===== src/rtl/b64_pkg.sv =====
// ----------------------------------------------------------------------------
// b64_pkg: shared types and constants of the base64 stream codec
// Stream state, queued result groups and register indexes.
// ----------------------------------------------------------------------------
package b64_pkg;

    // Register indexes on the configuration port (paddr[2])
    localparam logic CFG_DIRECTION = 1'b0;
    localparam logic CFG_OUT_LIMIT = 1'b1;

    // Direction codes
    localparam logic DIR_ENCODE = 1'b0;
    localparam logic DIR_DECODE = 1'b1;

    // Depth of the queue between front and back
    localparam int unsigned QDEPTH = 2;
    localparam int unsigned QPTR_W = $clog2(QDEPTH);
    localparam int unsigned QCNT_W = $clog2(QDEPTH + 1);

    // Most results that one item gives
    localparam int unsigned MAX_RES = 4;

    // Per-stream state
    typedef struct packed {
        logic [23:0] accum;
        logic [1:0]  pos;
        logic [1:0]  marks;
        logic [1:0]  strip;
        logic [15:0] count;
        logic        err;
    } t_b64_state;

    // Results of one item, drained one per cycle by the back unless stalled
    typedef struct packed {
        logic [MAX_RES-1:0][7:0] data;
        logic [MAX_RES-1:0]      has;
        logic [2:0]              cnt;
        logic                    err;
        logic                    last;
    } t_b64_job;

endpackage


===== src/rtl/b64_front.sv =====
// ----------------------------------------------------------------------------
// b64_front: item intake and classification
// Updates the stream state for each item and builds its result group.
// ----------------------------------------------------------------------------
module b64_front (
    input  logic                i_clk,
    input  logic                i_rst_n,
    input  logic                i_direction,
    input  logic [15:0]         i_out_limit,
    input  logic                i_in_valid,
    output logic                o_in_ready,
    input  logic [7:0]          i_in_byte,
    input  logic                i_last_item,
    input  logic                i_full,
    output logic                o_push,
    output b64_pkg::t_b64_job   o_job
);

    typedef struct packed {
        b64_pkg::t_b64_state st;
        logic                emit;
        logic [7:0]          dbyte;
    } t_dstep;

    b64_pkg::t_b64_state r_state;
    b64_pkg::t_b64_state n_state;
    b64_pkg::t_b64_state s;
    b64_pkg::t_b64_job   job;
    t_dstep              ds;
    logic [2:0]          n;
    logic                is_strip;
    logic                accept;

    function automatic logic [7:0] enc_char(input logic [5:0] v);
        logic [7:0] c;
        begin
            c = {2'b00, v};
            if (v < 6'd26)      enc_char = 8'h41 + c;
            else if (v < 6'd52) enc_char = 8'h61 + c - 8'd26;
            else if (v < 6'd62) enc_char = 8'h30 + c - 8'd52;
            else if (v == 6'd62) enc_char = 8'h2B;
            else                enc_char = 8'h2F;
        end
    endfunction

    // 64 marks a character outside the alphabet
    function automatic logic [6:0] sextet_of(input logic [7:0] c);
        begin
            if (c >= 8'h41 && c <= 8'h5A)      sextet_of = 7'(c - 8'h41);
            else if (c >= 8'h61 && c <= 8'h7A) sextet_of = 7'(c - 8'h61 + 8'd26);
            else if (c >= 8'h30 && c <= 8'h39) sextet_of = 7'(c - 8'h30 + 8'd52);
            else if (c == 8'h2B)               sextet_of = 7'd62;
            else if (c == 8'h2F)               sextet_of = 7'd63;
            else                               sextet_of = 7'd64;
        end
    endfunction

    function automatic t_dstep dec_step(input b64_pkg::t_b64_state st,
                                        input logic [6:0] v,
                                        input logic [15:0] limit);
        t_dstep     r;
        logic       bad;
        logic [5:0] vv;
        logic       want;
        begin
            r       = '0;
            r.st    = st;
            bad     = v[6];
            vv      = bad ? 6'd0 : v[5:0];
            want    = 1'b0;
            if (!st.err) begin
                unique case (st.pos)
                    2'd0: begin
                        r.st.accum = {vv, 18'd0};
                        r.st.marks = {1'b0, bad};
                        r.st.pos   = 2'd1;
                    end
                    2'd1: begin
                        r.st.marks = st.marks | {bad, 1'b0};
                        r.st.accum = st.accum | {6'd0, vv, 12'd0};
                        r.st.pos   = 2'd2;
                        if (r.st.marks != 2'b00) begin
                            r.st.err = 1'b1;
                        end else begin
                            want    = 1'b1;
                            r.dbyte = r.st.accum[23:16];
                        end
                    end
                    2'd2: begin
                        r.st.accum = st.accum | {12'd0, vv, 6'd0};
                        r.st.pos   = 2'd3;
                        want       = !bad;
                        r.dbyte    = r.st.accum[15:8];
                    end
                    default: begin
                        r.st.accum = st.accum | {18'd0, vv};
                        r.st.pos   = 2'd0;
                        want       = !bad;
                        r.dbyte    = r.st.accum[7:0];
                    end
                endcase
                // hold to the byte limit
                if (want && (st.count < limit)) begin
                    r.emit     = 1'b1;
                    r.st.count = st.count + 16'd1;
                end
            end
            dec_step = r;
        end
    endfunction

    assign accept     = i_in_valid && o_in_ready;
    assign o_in_ready = !i_full;
    assign is_strip   = (i_in_byte == 8'h3D) || (i_in_byte == 8'h0D) ||
                        (i_in_byte == 8'h0A);

    always_comb begin
        s   = r_state;
        job = '0;
        n   = 3'd0;
        ds  = '0;
        if (i_direction == b64_pkg::DIR_ENCODE) begin
            unique case (s.pos)
                2'd0: begin
                    s.accum = {i_in_byte, 16'd0};
                    s.pos   = 2'd1;
                end
                2'd1: begin
                    s.accum = s.accum | {8'd0, i_in_byte, 8'd0};
                    s.pos   = 2'd2;
                end
                default: begin
                    s.accum     = s.accum | {16'd0, i_in_byte};
                    s.pos       = 2'd0;
                    job.data[0] = enc_char(s.accum[23:18]);
                    job.data[1] = enc_char(s.accum[17:12]);
                    job.data[2] = enc_char(s.accum[11:6]);
                    job.data[3] = enc_char(s.accum[5:0]);
                    job.has     = '1;
                    n           = 3'd4;
                end
            endcase
            // flush a partial group with padding
            if (i_last_item && s.pos != 2'd0) begin
                job.data[0] = enc_char(s.accum[23:18]);
                job.data[1] = enc_char(s.accum[17:12]);
                job.data[2] = (s.pos == 2'd2) ? enc_char(s.accum[11:6]) : 8'h3D;
                job.data[3] = 8'h3D;
                job.has     = '1;
                n           = 3'd4;
            end
        end else begin
            if (is_strip) begin
                if (s.strip != 2'd3) s.strip = s.strip + 2'd1;
            end else begin
                // apply held strip characters as bad sextets, then the character
                for (int i = 0; i < 4; i++) begin
                    if (i == 3 || 2'(i) < r_state.strip) begin
                        ds = dec_step(s, (i == 3) ? sextet_of(i_in_byte) : 7'd64,
                                      i_out_limit);
                        s  = ds.st;
                        if (ds.emit) begin
                            job.data[n[1:0]] = ds.dbyte;
                            job.has[n[1:0]]  = 1'b1;
                            n                = n + 3'd1;
                        end
                    end
                end
                s.strip = 2'd0;
            end
            // single character in the final group
            if (i_last_item && !s.err && s.pos == 2'd1) begin
                if (s.marks[0]) begin
                    s.err = 1'b1;
                end else if (s.count < i_out_limit) begin
                    s.count          = s.count + 16'd1;
                    job.data[n[1:0]] = s.accum[23:16];
                    job.has[n[1:0]]  = 1'b1;
                    n                = n + 3'd1;
                end
            end
        end
        // empty result on end of stream or fresh error
        if (n == 3'd0 && (i_last_item || (s.err && !r_state.err))) begin
            n = 3'd1;
        end
        job.cnt  = n;
        job.err  = s.err;
        job.last = i_last_item;
        n_state  = i_last_item ? '0 : s;
    end

    assign o_push = accept && (job.cnt != 3'd0);
    assign o_job  = job;

    always_ff @(posedge i_clk) begin
        if (!i_rst_n) begin
            r_state <= '0;
        end else if (accept) begin
            r_state <= n_state;
        end
    end

endmodule


===== src/rtl/b64_queue.sv =====
// ----------------------------------------------------------------------------
// b64_queue: result group queue
// Short FIFO that parts the front from the back.
// ----------------------------------------------------------------------------
module b64_queue (
    input  logic                i_clk,
    input  logic                i_rst_n,
    input  logic                i_push,
    input  b64_pkg::t_b64_job   i_job,
    input  logic                i_pop,
    output b64_pkg::t_b64_job   o_job,
    output logic                o_full,
    output logic                o_empty
);

    b64_pkg::t_b64_job                 r_mem [b64_pkg::QDEPTH];
    logic [b64_pkg::QPTR_W-1:0]        r_wr;
    logic [b64_pkg::QPTR_W-1:0]        r_rd;
    logic [b64_pkg::QCNT_W-1:0]        r_count;

    assign o_full  = (r_count == b64_pkg::QCNT_W'(b64_pkg::QDEPTH));
    assign o_empty = (r_count == '0);
    assign o_job   = r_mem[r_rd];

    always_ff @(posedge i_clk) begin
        if (i_push) begin
            r_mem[r_wr] <= i_job;
        end
    end

    always_ff @(posedge i_clk) begin
        if (!i_rst_n) begin
            r_wr    <= '0;
            r_rd    <= '0;
            r_count <= '0;
        end else begin
            if (i_push) r_wr <= r_wr + 1'b1;
            if (i_pop)  r_rd <= r_rd + 1'b1;
            if (i_push && !i_pop)      r_count <= r_count + 1'b1;
            else if (i_pop && !i_push) r_count <= r_count - 1'b1;
        end
    end

    a_no_overflow: assert property (@(posedge i_clk) disable iff (!i_rst_n)
        i_push |-> (!o_full || i_pop))
        else $error("push into full queue");

    a_no_underflow: assert property (@(posedge i_clk) disable iff (!i_rst_n)
        i_pop |-> !o_empty)
        else $error("pop from empty queue");

    a_count_tracks: assert property (@(posedge i_clk) disable iff (!i_rst_n)
        (i_push && !i_pop) |=> (r_count == $past(r_count) + 1'b1))
        else $error("queue count lost a push");

endmodule


===== src/rtl/b64_back.sv =====
// ----------------------------------------------------------------------------
// b64_back: result drain
// Walks each queued group and presents one result per cycle unless stalled.
// ----------------------------------------------------------------------------
module b64_back (
    input  logic                i_clk,
    input  logic                i_rst_n,
    input  b64_pkg::t_b64_job   i_job,
    input  logic                i_empty,
    output logic                o_pop,
    output logic                o_out_valid,
    input  logic                i_out_ready,
    output logic [7:0]          o_out_byte,
    output logic                o_has_data,
    output logic                o_error_flag,
    output logic                o_last_result
);

    logic [1:0] r_idx;
    logic       r_valid;
    logic [7:0] r_byte;
    logic       r_has;
    logic       r_err;
    logic       r_last;
    logic       load;
    logic       at_end;

    assign load   = !i_empty && (!r_valid || i_out_ready);
    assign at_end = ({1'b0, r_idx} == (i_job.cnt - 3'd1));
    assign o_pop  = load && at_end;

    always_ff @(posedge i_clk) begin
        if (!i_rst_n) begin
            r_idx   <= '0;
            r_valid <= 1'b0;
        end else begin
            if (load) begin
                r_valid <= 1'b1;
                r_idx   <= at_end ? 2'd0 : r_idx + 2'd1;
            end else if (i_out_ready) begin
                r_valid <= 1'b0;
            end
        end
    end

    always_ff @(posedge i_clk) begin
        if (load) begin
            r_byte <= i_job.data[r_idx];
            r_has  <= i_job.has[r_idx];
            r_err  <= i_job.err;
            r_last <= i_job.last && at_end;
        end
    end

    assign o_out_valid   = r_valid;
    assign o_out_byte    = r_byte;
    assign o_has_data    = r_has;
    assign o_error_flag  = r_err;
    assign o_last_result = r_last;

    a_idx_in_group: assert property (@(posedge i_clk) disable iff (!i_rst_n)
        !i_empty |-> ({1'b0, r_idx} < i_job.cnt))
        else $error("result index past end of group");

    a_pop_resets_idx: assert property (@(posedge i_clk) disable iff (!i_rst_n)
        o_pop |=> (r_idx == 2'd0))
        else $error("index not rewound after group");

endmodule


===== src/rtl/base64_stream_codec.sv =====
// ----------------------------------------------------------------------------
// base64_stream_codec: streaming base64 encoder and decoder
// Standard alphabet with '=' padding, direction and byte limit set over APB.
// ----------------------------------------------------------------------------
// The codec takes one item per cycle while its two-entry result queue has
// room, and presents one result per cycle on the output while the receiver
// is ready; the single output port sets the sustained rate. Encoding three
// bytes gives four characters; decoding gives at most one result per
// character (held trailing characters never release a byte). An item's
// results are written into the result queue on acceptance, then pass
// through the output register. Each item marked last flushes any partial
// group (with '=' padding when encoding), always yields at least one
// result, the last of them flagged last_result, and clears the stream
// state. In decode, a bad first or second sextet raises error_flag and
// silences the rest of the stream; trailing '=', CR and LF are held and
// only count as bad sextets if more text follows.
// Register 0 (byte 0) is the direction, 0 encode and 1 decode; register 1
// (byte 4) is the most decoded bytes per stream. Write them only while idle.
// ----------------------------------------------------------------------------
module base64_stream_codec (
    input  logic        i_clk,
    input  logic        i_rst_n,
    // configuration
    input  logic        psel,
    input  logic        penable,
    input  logic        pwrite,
    input  logic [2:0]  paddr,
    input  logic [31:0] pwdata,
    output logic [31:0] prdata,
    output logic        pready,
    // input items
    input  logic        i_in_valid,
    output logic        o_in_ready,
    input  logic [7:0]  i_in_byte,
    input  logic        i_last_item,
    // results
    output logic        o_out_valid,
    input  logic        i_out_ready,
    output logic [7:0]  o_out_byte,
    output logic        o_has_data,
    output logic        o_error_flag,
    output logic        o_last_result
);

    logic              r_direction;
    logic [15:0]       r_out_limit;
    logic              cfg_wr;
    logic              q_push;
    logic              q_pop;
    logic              q_full;
    logic              q_empty;
    b64_pkg::t_b64_job front_job;
    b64_pkg::t_b64_job head_job;

    // Configuration: write on the access phase, no wait states
    assign pready = 1'b1;
    assign cfg_wr = psel && penable && pwrite && pready;

    always_ff @(posedge i_clk) begin
        if (!i_rst_n) begin
            r_direction <= b64_pkg::DIR_ENCODE;
            r_out_limit <= 16'hFFFF;
        end else if (cfg_wr) begin
            unique case (paddr[2])
                b64_pkg::CFG_DIRECTION: r_direction <= pwdata[0];
                b64_pkg::CFG_OUT_LIMIT: r_out_limit <= pwdata[15:0];
                default:                r_direction <= r_direction;
            endcase
        end
    end

    always_comb begin
        unique case (paddr[2])
            b64_pkg::CFG_DIRECTION: prdata = {31'd0, r_direction};
            b64_pkg::CFG_OUT_LIMIT: prdata = {16'd0, r_out_limit};
            default:                prdata = '0;
        endcase
    end

    // Front: take items, update stream state, build result groups
    b64_front u_front (
        .i_clk       (i_clk),
        .i_rst_n     (i_rst_n),
        .i_direction (r_direction),
        .i_out_limit (r_out_limit),
        .i_in_valid  (i_in_valid),
        .o_in_ready  (o_in_ready),
        .i_in_byte   (i_in_byte),
        .i_last_item (i_last_item),
        .i_full      (q_full),
        .o_push      (q_push),
        .o_job       (front_job)
    );

    // Queue: decouple intake from the output handshake
    b64_queue u_queue (
        .i_clk   (i_clk),
        .i_rst_n (i_rst_n),
        .i_push  (q_push),
        .i_job   (front_job),
        .i_pop   (q_pop),
        .o_job   (head_job),
        .o_full  (q_full),
        .o_empty (q_empty)
    );

    // Back: drain each group one result at a time
    b64_back u_back (
        .i_clk         (i_clk),
        .i_rst_n       (i_rst_n),
        .i_job         (head_job),
        .i_empty       (q_empty),
        .o_pop         (q_pop),
        .o_out_valid   (o_out_valid),
        .i_out_ready   (i_out_ready),
        .o_out_byte    (o_out_byte),
        .o_has_data    (o_has_data),
        .o_error_flag  (o_error_flag),
        .o_last_result (o_last_result)
    );

endmodule


===== config.mk =====
export PLATFORM = sky130hd
export DESIGN_NAME = base64_stream_codec
export DESIGN_NICKNAME = d
export VERILOG_FILES = /design/src/rtl/b64_pkg.sv /design/src/rtl/b64_front.sv /design/src/rtl/b64_queue.sv /design/src/rtl/b64_back.sv /design/src/rtl/base64_stream_codec.sv
export SDC_FILE = /design/constraint.sdc
export NUM_CORES = 1
export LEC_CHECK = 0
export BUFFER_PORTS_ARGS = -buffer_cell sky130_fd_sc_hd__buf_2
export CAP_MARGIN = 5
export CORE_MARGIN = 2
export CORE_UTILIZATION = 45
export DETAILED_ROUTE_END_ITERATION = 16
export PLACE_DENSITY = 0.59
export SYNTH_ARGS = -nofsm -noshare
export SYNTH_HDL_FRONTEND = slang
export SYNTH_HIERARCHICAL = 1
export SYNTH_SLANG_ARGS = --single-unit

===== constraint.sdc =====
create_clock -name i_clk -period 26.9 [get_ports i_clk]
set_clock_uncertainty 0.15 [all_clocks]
set_input_delay 4.035 -clock i_clk [delete_from_list [all_inputs] [get_ports i_clk]]
set_output_delay 4.035 -clock i_clk [all_outputs]
set_load 0.05 [all_outputs]

==> results.json <==
{
  "yosysWarningCount": 6,
  "ioPinCount": 97,
  "synth.most_common_cell": "nand2_1",
  "slowest_stage": "and2_2",
  "viasPerCell": 6.15,
  "synthFlopType": "edfxtp_1",
  "numPortBuffers": 61,
  "cts.sinks": 165,
  "synth_edf_count": 93,
  "ys_async_sr_fraction_pct": 0,
  "hold-path-cell-count": 2,
  "hold_end": "u_front/r_state[23]",
  "ys_seq_elements": 165,
  "core-area_um2": 29700,
  "die_area_um2": 31700,
  "cts_buffer_depth": 2,
  "die_w_um": 178,
  "final_nets": 1739,
  "netlist_area_um2": 13600,
  "htreeDepth": 4,
  "remaining_drc_errors": 0,
  "cts_hold_buf": 0,
  "place_ws_ns": 15.33,
  "status": "complete, no violations",
  "layout_setup_ws_ns": 15.65,
  "ys_types": 94,
  "rsz0062_at_grt": "no",
  "hpwlAfterDp_um": 29200,
  "synthTopCellsByArea": "edfxtp_1 (20%), dfxtp_1 (11%), ha_1 (9.1%), a21oi_1 (4.9%), nand2_1 (4.0%)",
  "cp-start-kind": "input port",
  "cts-buffers-inserted": 17,
  "drv_slew": 0,
  "min_period_ns": 11.25,
  "clk_pin_slew_ns": 0.08,
  "worstPathRequired_ns": 26.80,
  "hp-start": "u_front/r_state[23]",
  "peakVddDrop_v": 0.0000412,
  "reg2reg_slack_ns": 16.89,
  "fmax_ghz": 0.0889,
  "antenna_left": 0,
  "hold_class": "flip-flop to flip-flop",
  "critPathBufInv": 6,
  "drive_gt1_share_pct": 11.5,
  "totalWireLength_um": 39900,
  "vias": 12248,
  "tightest_slew_ns": 1.03,
  "wl_per_cell_um": 20.0,
  "period_share_pct": 41.8,
  "hold_violations": 0,
  "start_util_pct": 45.9,
  "drt-pass1-iter-count": 8,
  "path_max_fanout": 41,
  "yosysTopAreaCell": "edfxtp_1",
  "grt_pass1_vias": 11285,
  "setup_viol": 0,
  "syn2layout_area_growth_pct": 7.21,
  "die_h_um": 178,
  "gp_congestion": 0.951,
  "crit_arrival_ns": 11.15,
  "fillers": 2833,
  "postSynthCellCount": 1598,
  "path_common_cell": "a21oi_1",
  "final.setup.tns_ns": 0,
  "maxCapViolCount": 0,
  "clk_latency_ns": 0.44,
  "p_leak_nw": 5.76,
  "globalRouteOverflowTotal": 0,
  "crit_type": "input port to flip-flop",
  "grt_usage_pct": 25.4,
  "synth.top_cell.area_share_pct": 20.5,
  "reg2reg_from": "u_front/r_state[22]",
  "slowest_delay_ns": 0.89,
  "cts_resized": 0,
  "netlist_top_cells_count": "nand2_1 (144), a21oi_1 (133), nor2_1 (107), ha_1 (99), o21ai_0 (99)",
  "post-cts-setup-buffers": 0,
  "power_density_nw_per_um2": 68.8,
  "ys_seq_area_share_pct": 31.0,
  "crit_family": "simple AND/OR/NAND/NOR gates",
  "drt_iter0_markers": 1332,
  "antenna_found_initial": 1,
  "timing.rr.end": "u_queue/r_mem[1][18]",
  "std_cell_rows": 63,
  "n_antenna_cell": 0,
  "grt_pass1_wl_um": 62900,
  "grt_max_degree": 89,
  "cts_root_buffer": "clkbuf_16",
  "end_kind": "flip-flop",
  "slew-limit-headroom_pct": 31.3,
  "syn_avg_cell_area_um2": 8.54,
  "cts_tree": "yes",
  "r2r_cells": 35
}
## worst max-delay path by stage
| stage | end | startpoint | slack [ns] | cells past startpoint |
|---|---|---|---|---|
| final | u_queue/r_mem[1][18] | i_in_byte[0] | 15.65 | 29 |
| after global routing | u_queue/r_mem[1][18] | i_in_byte[0] | 15.15 | 29 |
| after CTS | u_queue/r_mem[1][38] | i_in_byte[0] | 15.77 | 29 |
| after detailed placement | u_queue/r_mem[1][28] | i_in_byte[0] | 15.33 | 29 |
| after global placement | u_queue/r_mem[1][25] | i_in_byte[0] | 15.35 | 29 |
| after floorplan | u_queue/r_mem[0][0] | i_in_byte[3] | 15.47 | 28 |
## per-layer routing
layer | GRT usage, % | wire [um]
met5 | 0 | 16
met4 | 6.45 | 741
met3 | 3.15 | 2680
met2 | 39.6 | 17500
met1 | 37.1 | 18900
## worst register-to-register path: cells and delay by family (launching register included)
kind	cells	cell delay [ns]
AO/OA/AOI/OAI	12	2.60
XOR/XNOR	1	0.21
adder cells (fa/ha/maj)	5	2.03
buffers and inverters	7	1.20
flip-flops	1	0.40
AND/OR/NAND/NOR	10	3.02
## cell families (layout without fill, tap and decap cells)
family	Yosys count	after routing	share of synthesized area [%]
DFF	165	165	31.0
buffers and inverters	197	186	6.45
and+or+nand+nor	519	519	19.5
other	2	17	0.0550
xor gates and xnor gates	44	44	2.82
AOI/OAI and AO/OA	494	494	24.0
muxes	78	78	7.03
adders and majority gates	99	99	9.08
## cell type report
| type | count | area (um2) | area share (%) |
|---|---|---|---|
| Clock buffer | 17 | 425 | 2.91 |
| Clock inverter | 15 | 186 | 1.27 |
| Inverter | 83 | 312 | 2.13 |
| Multi-Input combinational cell | 1251 | 8600 | 58.8 |
| Sequential cell | 165 | 4240 | 29.0 |
| Tap cell | 390 | 488 | 3.34 |
| Timing Repair Buffer | 71 | 380 | 2.60 |
## registers in the layout (all words and copies together), names as in the netlist, named ones only
signal	cells
u_queue/r_count	2
u_queue/r_mem	82
u_back/r_idx	2
u_back/o_error_flag	1
u_queue/r_rd	1
u_back/o_has_data	1
u_back/o_last_result	1
u_queue/r_wr	1
r_direction	1
u_back/o_out_valid	1
u_back/o_out_byte	8
r_out_limit	16
u_front/r_state	47
## stage by stage
stage          instances  power (W)  utilization (%)  area, um2  hold slack, ns
2_1_floorplan       1613   0.000652                -      13700           0.287
3_3_place_gp        1960   0.000746             47.2      14000           0.317
3_5_place_dp        1960   0.000752             47.2      14000           0.315
4_1_cts             1992    0.00101             49.2      14600           0.328
5_1_grt             1992    0.00106             49.2      14600           0.386
6_report            1992    0.00101             49.2      14600           0.326
## cell usage in the layout, fill, tap and decap left out, types with 17 or more instances in the layout
cell type  instances
nand2_1          144
a21oi_1          133
nor2_1           107
o21ai_0           99
ha_1              99
edfxtp_1          93
inv_1             82
dfxtp_1           71
buf_2             61
nor2b_1           59
mux2_2            42
nand3_1           38
xnor2_1           31
and2_1            30
a22oi_1           30
nor3_1            30
a21o_1            28
mux2i_1           25
o221ai_1          21
conb_1            17
clkbuf_16         17
## where the power goes
group / total, W / leakage (nW) / switching, W / internal [W]
registers: 0.000352 / 1.46 / 0.0000285 / 0.000324
clock network: 0.000253 / 0.300 / 0.000125 / 0.000128
logic: 0.000401 / 4.00 / 0.000267 / 0.000134
Power figures use the tool's default switching activity.
